`config.mk`:
```
export PLATFORM = sky130hd
export DESIGN_NAME = ble_adv_record_filter_core
export DESIGN_NICKNAME = d
export VERILOG_FILES = /design/src/hw/rtl/blerf_pkg.sv /design/src/hw/rtl/blerf_walker.sv /design/src/hw/rtl/ble_adv_record_filter_core.sv
export SDC_FILE = /design/constraint.sdc
export NUM_CORES = 1
export LEC_CHECK = 0
export ABC_CLOCK_PERIOD_IN_PS = 3800
export BUFFER_PORTS_ARGS = -buffer_cell sky130_fd_sc_hd__buf_2
export CAP_MARGIN = 10
export CORE_MARGIN = 4
export CORE_UTILIZATION = 54
export CTS_CLUSTER_DIAMETER = 30
export DETAILED_ROUTE_END_ITERATION = 10
export HOLD_SLACK_MARGIN = 0.06
export PLACE_DENSITY_LB_ADDON = 0.12
export SYNTH_ARGS = -nofsm -noshare
export SYNTH_HDL_FRONTEND = slang
export SYNTH_SLANG_ARGS = --single-unit
```
`constraint.sdc`:
```
create_clock -name clk -period 3.8 [get_ports clk]
set_input_delay 0.19 -clock clk [delete_from_list [all_inputs] [get_ports clk]]
set_output_delay 0.19 -clock clk [all_outputs]
set_load 0.02 [all_outputs]
```
`src/hw/rtl/blerf_pkg.sv`:
```
// Shared types, constants and the service UUID table for the advertising
// record filter. No dependencies.
package blerf_pkg;

  localparam logic [7:0]  SERVICE_TYPE = 8'h07;
  localparam logic [7:0]  MAKER_TYPE   = 8'hFF;
  localparam logic [7:0]  SERVICE_LEN  = 8'd17;
  localparam logic [7:0]  MAKER_LEN    = 8'd9;
  localparam logic [15:0] MFR_ID_RESET = 16'd919;

  typedef struct packed {
    logic [7:0] data_byte;
    logic       last_byte;
  } in_word_t;

  typedef struct packed {
    logic service_seen;
    logic maker_seen;
    logic hub_found;
  } out_word_t;

  typedef struct packed {
    logic       expect_length;
    logic [7:0] record_length;
    logic [7:0] record_type;
    logic [7:0] byte_position;
    logic       still_matching;
    logic       service_flag;
    logic       maker_flag;
  } walk_state_t;

  localparam walk_state_t WALK_RESET = '{
    expect_length:  1'b1,
    record_length:  8'd0,
    record_type:    8'd0,
    byte_position:  8'd0,
    still_matching: 1'b0,
    service_flag:   1'b0,
    maker_flag:     1'b0
  };

  function automatic logic [7:0] service_uuid(input logic [3:0] idx);
    logic [7:0] v;
    case (idx)
      4'd0:    v = 8'h23;
      4'd1:    v = 8'hd1;
      4'd2:    v = 8'hbc;
      4'd3:    v = 8'hea;
      4'd4:    v = 8'h5f;
      4'd5:    v = 8'h78;
      4'd6:    v = 8'h23;
      4'd7:    v = 8'h16;
      4'd8:    v = 8'hde;
      4'd9:    v = 8'hef;
      4'd10:   v = 8'h12;
      4'd11:   v = 8'h12;
      4'd12:   v = 8'h23;
      4'd13:   v = 8'h16;
      4'd14:   v = 8'h00;
      4'd15:   v = 8'h00;
      default: v = 8'h00;
    endcase
    return v;
  endfunction

endpackage

```
`src/hw/rtl/blerf_walker.sv`:
```
// Record walker: next-state logic for one payload byte of the LTV walk.
// Depends on blerf_pkg.
module blerf_walker import blerf_pkg::*; (
  input  walk_state_t cur,
  input  logic [7:0]  data_byte,
  input  logic [15:0] manufacturer_id,
  output walk_state_t nxt
);

  logic [7:0] k_minus_1;
  logic       type_match;
  logic       still;
  logic       rec_end;

  assign k_minus_1 = cur.byte_position - 8'd1;

  always_comb begin
    nxt        = cur;
    type_match = ((data_byte == SERVICE_TYPE) && (cur.record_length == SERVICE_LEN)) ||
                 ((data_byte == MAKER_TYPE) && (cur.record_length == MAKER_LEN));
    still      = cur.still_matching;
    rec_end    = ({1'b0, cur.byte_position} + 9'd1) >= {1'b0, cur.record_length};

    if (cur.expect_length) begin
      nxt.record_length  = data_byte;
      nxt.byte_position  = 8'd0;
      nxt.still_matching = 1'b0;
      nxt.expect_length  = (data_byte == 8'd0);
    end else begin
      if (cur.byte_position == 8'd0) begin
        nxt.record_type = data_byte;
        still           = type_match;
      end else if (cur.still_matching) begin
        if (cur.record_type == SERVICE_TYPE) begin
          if (service_uuid(k_minus_1[3:0]) != data_byte) begin
            still = 1'b0;
          end
        end else if (cur.record_type == MAKER_TYPE) begin
          if ((cur.byte_position == 8'd1) && (data_byte != manufacturer_id[7:0])) begin
            still = 1'b0;
          end
          if ((cur.byte_position == 8'd2) && (data_byte != manufacturer_id[15:8])) begin
            still = 1'b0;
          end
        end
      end

      if (rec_end) begin
        if (still) begin
          if (nxt.record_type == SERVICE_TYPE) begin
            nxt.service_flag = 1'b1;
          end else if (nxt.record_type == MAKER_TYPE) begin
            nxt.maker_flag = 1'b1;
          end
        end
        nxt.expect_length  = 1'b1;
        nxt.byte_position  = 8'd0;
        nxt.still_matching = 1'b0;
      end else begin
        nxt.byte_position  = cur.byte_position + 8'd1;
        nxt.still_matching = still;
      end
    end
  end

endmodule

```
`src/hw/rtl/ble_adv_record_filter_core.sv`:
```
// Advertising record filter top level: walk state, manufacturer ID register
// and result register. Depends on blerf_pkg and blerf_walker.
//
//  channel  signals                      word         dir
//  in       in_valid, in_ready, in_word  in_word_t    in
//  out      out_valid, out_ready, out_word out_word_t out
//  cfg      cfg_valid, cfg_ready, cfg_data 16 bits    in
//
// One byte per cycle while in_ready is high; the walk state updates in the cycle the byte is taken.
// A report's result appears in the result register in the cycle after its last
// byte is taken. in_ready drops only while a result waits and out_ready is low.
// Synchronous reset clears the walk and out_valid and sets manufacturer_id to 919.
module ble_adv_record_filter_core import blerf_pkg::*; (
  input  logic        clk,
  input  logic        rst,
  input  logic        in_valid,
  output logic        in_ready,
  input  in_word_t    in_word,
  output logic        out_valid,
  input  logic        out_ready,
  output out_word_t   out_word,
  input  logic        cfg_valid,
  output logic        cfg_ready,
  input  logic [15:0] cfg_data
);

  walk_state_t st;
  walk_state_t st_next;
  logic [15:0] manufacturer_id;
  logic        in_take;

  assign cfg_ready = 1'b1;
  assign in_ready  = !out_valid || out_ready;
  assign in_take   = in_valid && in_ready;

  blerf_walker u_walker (
    .cur             (st),
    .data_byte       (in_word.data_byte),
    .manufacturer_id (manufacturer_id),
    .nxt             (st_next)
  );

  always_ff @(posedge clk) begin
    if (rst) begin
      st              <= WALK_RESET;
      manufacturer_id <= MFR_ID_RESET;
      out_valid       <= 1'b0;
    end else begin
      if (cfg_valid) begin
        manufacturer_id <= cfg_data;
      end
      out_valid <= (in_take && in_word.last_byte) || (out_valid && !out_ready);
      if (in_take) begin
        if (in_word.last_byte) begin
          st <= WALK_RESET;
        end else begin
          st <= st_next;
        end
      end
    end
  end

  always_ff @(posedge clk) begin
    if (in_take && in_word.last_byte) begin
      out_word.service_seen <= st_next.service_flag;
      out_word.maker_seen   <= st_next.maker_flag;
      out_word.hub_found    <= st_next.service_flag && st_next.maker_flag;
    end
  end

`ifndef SYNTHESIS
  a_hub_and: assert property (@(posedge clk) disable iff (rst)
    out_valid |-> (out_word.hub_found == (out_word.service_seen && out_word.maker_seen)))
    else $error("hub_found differs from AND of marks");

  a_last_result: assert property (@(posedge clk) disable iff (rst)
    (in_valid && in_ready && in_word.last_byte) |=> out_valid)
    else $error("no result after last byte");

  a_last_clears: assert property (@(posedge clk) disable iff (rst)
    (in_valid && in_ready && in_word.last_byte) |=>
      (st.expect_length && !st.service_flag && !st.maker_flag))
    else $error("walk not cleared after report");

  a_no_spurious: assert property (@(posedge clk) disable iff (rst)
    (!out_valid && !(in_valid && in_ready && in_word.last_byte)) |=> !out_valid)
    else $error("result without last byte");
`endif

endmodule
```
After elaboration in Yosys (flattened, before gate mapping)
Memories as Yosys holds them, arrays and structs flattened.
Cells that the tools add are included.
{"block": "totals", "regBits": 48, "latch_bits": 0, "ram_bits": 0, "mem_bits_ro": 128, "out_inout_bits": 6, "word_cells": 76, "memories": 1}
{"block": "classes", "add_sub_neg": 3, "n_mul": 0, "div_mod_pow": 0, "magnitude_cmp": 1, "n_eq_ne": 14, "shift": 0, "muxes": 27, "bitwise_logic": 0, "reduce_logical": 18}
{"name": "(name not given)", "words": 16, "width": 8, "read_ports": 1, "rd_clocked_by_memory_dff": 0, "wr": 0, "line": "blerf_pkg.sv:44", "rtl": "case (idx)"}
{"op": "8-bit two-way mux", "count": 8}
{"op": "28-bit two-way mux", "count": 1}
{"op": "8-bit by 3-bit == test with 1-bit output, second input constant", "count": 3}
{"op": "8-bit == test, second input constant", "count": 3}
{"op": "8-bit != test", "count": 3}
{"op": "9-bit two-way mux", "count": 2}
{"op": "8-bit logical NOT", "count": 2}
{"op": "1-bit two-way mux", "count": 13}
{"op": "8-bit by 1-bit adder with 9-bit output, second input constant", "count": 1}
{"op": "9-bit by 8-bit greater-or-equal comparator with 1-bit output", "count": 1}
{"op": "8-bit by 1-bit adder with 8-bit output, second input constant", "count": 1}
{"op": "8-bit by 1-bit == test with 1-bit output, second input constant", "count": 1}
{"op": "8-bit by 2-bit == test with 1-bit output, second input constant", "count": 1}
{"op": "8-bit by 4-bit == test with 1-bit output, second input constant", "count": 1}
{"op": "8-bit by 5-bit == test with 1-bit output, second input constant", "count": 1}
{"op": "1-bit logical AND", "count": 8}
{"op": "2-bit two-way mux", "count": 3}
{"op": "2-bit AND reduction", "count": 2}
{"op": "4-bit by 1-bit subtractor with 4-bit output, second input constant", "count": 1}
{"op": "1-bit logical OR", "count": 3}
{"op": "1-bit logical NOT", "count": 2}
{"op": "2-bit != test, second input constant", "count": 1}
{"op": "2-bit nonzero test", "count": 1}

Logic depth before layout (Yosys ltp)
An unclocked memory read counts as a cell.
{"block": "logic_depth", "word_depth": 16, "ltp_mapped": 16}

Hierarchy
A second synthesis with hierarchy kept.
{"block": "unflattened", "hier_cells": 435, "hier_area_um2": 3584.7}
{"mod": "ble_adv_record_filter_core", "n_inst": 1, "cells_per_inst": 194, "area_per_inst_um2": 1936.9, "seq_area_each_um2": 991.0}
{"mod": "blerf_walker", "n_inst": 1, "cells_per_inst": 241, "area_per_inst_um2": 1647.8, "seq_area_each_um2": 0.0}

Worst setup path before layout
Ideal clock, no wire load.
{"block": "synth_path", "kind": "register to register", "from": "reg st[3] in the netlist's numbering", "to": "reg out_word[0] in the netlist's numbering (data pin)", "arrival_time_ns": 3.532, "slack_ns": 0.136, "stages_incl_launch_ff": 15, "n_path_buf": 1, "period_less_slack_ns": 3.664, "path_cell_list": "dfxtp_1 > buf_2 > clkinv_1 > ha_1 > xnor2_2 > inv_2 > ha_1 > inv_1 > a32o_1 > a2111o_1 > nor4_1 > a31oi_1 > o21a_2 > o31ai_4 > and2_1"}
{"item": "start: declaration", "line": "ble_adv_record_filter_core.sv:27", "rtl": "walk_state_t st;"}
{"item": "start signal: assignment", "line": "ble_adv_record_filter_core.sv:57", "rtl": "st <= st_next;"}
{"item": "end: declaration", "line": "ble_adv_record_filter_core.sv:21", "rtl": "output out_word_t out_word,"}

==> results.cfg <==
[synthesis]
ys.warnings.count = 0
ys_seq_area_frac = 0.294
syn_nets = 457
synth_flop_cell = dfxtp_1
synth.avg_cell_area_um2 = 8.20
synth_cells = 411
yosys-mux-area-fraction = 0.0427
synth_top_cell_area_share = 0.267
synth_compound_area_frac = 0.221
synth_cell_types = 67
synth_edf_count = 3
synth_top_family_by_area = simple AND/OR/NAND/NOR gates
synth_adder_area_share = 0.0594
synthXorXnorAreaFrac = 0.0698
synth-simple-area-share = 0.253
synth_area_leader_cell = dfxtp_1
synth-async-reset-ratio = 0
ys_ff_latch = 48
ys_top_cells_by_area = dfxtp_1 27%, ha_1 5.9%, nor2_1 5.3%
synth_area_mm2 = 0.00337

[clock_tree]
htreeDepth = 2
cts_setup_buffers = 0
post_cts_resize_count = 0
clock_latency_ps = 310
cts_tree = done
cts-hold-fix-buffers = 0
cts.clk_slew.worst_paths_ps = 100
root_buffer = clkbuf_8
cts.sinks = 48
cts_buffer_depth = 2
cts_buffers = 5

[sta]
final_hold_viol_count = 0
rsz0062_at_grt = false
fin_skew_ps = 12.1
slew_headroom = 0.312
fin_crit_ps = 3370
fin_crit_sh = 0.886
setup_tns_ps = 0
drv_slew = 0
finalSetupViolations = 0
max_freq_mhz = 297
worstMarginPinSlew_ps = 1030

[worst_setup_path]
startpoint_type = register
critPathArrivalTime_ps = 3560
critical_path_class = reg -> reg
crit_fanout = 9
required_ps = 3990
endpoint_kind = register

[placed_design]
dpl.cell_count = 498
hpwl_um = 5650
place_congestion = 0.875
io_buffers = 34

[die]
ios = 36
die_area_mm2 = 0.00757
coreArea_mm2 = 0.00599
die_h_um = 87.0
fp-row-count = 28
die_w_um = 87.0
start_util = 0.563

[outcome]
outcome = finished, final reports clean

[grt]
grt_usage = 0.227
grt_util_met3 = 0.0397
use_met1 = 0.314
grt-busiest-layer = met2
grt_antenna_before_repair = 0
grt_overflow = 0
grt_pass1_wl_um = 13800
met2_usage = 0.357
first_global_vias = 2867
grt_max_degree = 45

[pwr]
pwr-share-seq = 0.535
intPower_uw = 737
leakage_uw = 0.00146
power.clock.fraction = 0.322
peakVddDrop_uv = 247
p_switching_uw = 268
p_comb_frac = 0.143
power.density_mw_per_mm2 = 274
switching_share = 0.266

[route]
drt_iter0_drc = 196
drt-pass1-iter-count = 7
ant_nets = 0
num_vias = 3003
totalWireLength_um = 7960
via_per_inst = 5.93
drc = 0
wl_per_cell_um = 15.7

[job]
maxCapViolCount = 0

[final_layout]
stdcell_count = 506
num_antenna_cells = 0
fin_util = 0.612
nNetsFinal = 476
area_growth_pct = 8.68
drive_above_1_share = 0.151

[worst_hold_path]
hold_path_class = in -> reg
-- sequential cells by signal (all words and copies together), names as in the netlist --
register,cells
manufacturer_id,16
out_word,3
st,28
out_valid,1
-- cell usage after synthesis, drive strengths merged (4+ instances only) --
| library cell | n |
|---|---|
| a211o | 9 |
| a21oi | 14 |
| a22oi | 20 |
| a311oi | 4 |
| a31oi | 6 |
| and3 | 4 |
| buf | 12 |
| clkbuf | 19 |
| dfxtp | 45 |
| ha | 16 |
| inv | 17 |
| mux2i | 11 |
| nand2 | 15 |
| nand2b | 7 |
| nand3 | 13 |
| nand4 | 5 |
| nor2 | 49 |
| nor2b | 14 |
| nor3 | 10 |
| nor3b | 5 |
| nor4 | 6 |
| nor4b | 4 |
| nor4bb | 4 |
| o21ai | 23 |
| or4 | 4 |
| xnor2 | 21 |
| xor2 | 5 |
-- final cells by class --
class                   instances  area [um2]
inverters                      18        67.6
fillers                       547        2330
multi-input cells             314        2180
clock inverters                 1        8.76
clock buffers                   7        86.3
repair buffers                 43         238
flip-flops and latches         48         991
well taps                      75        93.8
-- final timing paths --
kind	from	end	slack [ps]	depth (start not counted)
setup / recovery	st[3]	out_word[0]	430	13
hold / removal	cfg_data[4]	manufacturer_id[4]	90	2
setup reg to reg	st[3]	out_word[0]	430	13
hold reg to reg	st[2]	st[2]	480	2
-- routing by layer --
layer  wire [um]  up-vias  part of all wire
li1            -     1523                 -
met2        3650       82              0.46
met5           0        -                 0
met3         387       13             0.049
met1        3780     1385              0.48
met4         132        0             0.017
-- logic make-up (layout without fill, tap and decap cells) --
| group | after synthesis | in the layout |
|---|---|---|
| buf+inv | 49 | 69 |
| fa+ha+maj | 16 | 16 |
| simple gates | 154 | 154 |
| compound gates | 103 | 103 |
| mux | 14 | 14 |
| other cells | 1 | 1 |
| xor+xnor | 26 | 26 |
| flops | 48 | 48 |
-- through the flow --
step	setup WS (ps)	instance area (um2)	hold slack [ps]	power [uW]
floorplan	136	3370	312	653
global placement	545	3570	396	689
detailed placement	470	3570	405	692
CTS	440	3660	85.3	1010
global route	15.4	3660	88.5	1060
finish	433	3660	89.3	1000
-- worst max-delay path, stage by stage, from the launching register on --
cell,delay [ps]
dfxtp_1,340
clkinv_1,90
ha_1,270
xnor2_2,390
inv_2,120
ha_1,300
inv_1,50
a32o_1,210
a2111o_1,370
nor4_1,270
a31oi_1,170
o21a_2,270
o31ai_4,270
and2_1,150
-- layout by cell type (no fill, tap or decap), drive strengths merged, types with 5 or more instances in the layout --
cell	Yosys	layout
clkbuf	19	7
nor3b	5	5
mux2i	11	11
xnor2	21	21
a31oi	6	6
nor2b	14	14
o21ai	23	23
a21oi	14	14
nor2	49	49
a211o	9	9
ha	16	16
nor4	6	6
a22oi	20	20
dfxtp	45	45
nand2	15	15
nor3	10	10
nand3	13	13
inv	17	17
nand2b	7	7
buf	12	43
nand4	5	5
xor2	5	5
-- power by group through the flow --
stage,clock (uW),sequential [uW],combinational [uW]
after global placement,0,548,141
final,323,537,144
after detailed placement,0,549,143
after floorplan,0,549,104
after CTS,330,537,144
after global routing,358,540,160
Note: power is estimated with default switching activity, not from simulation.
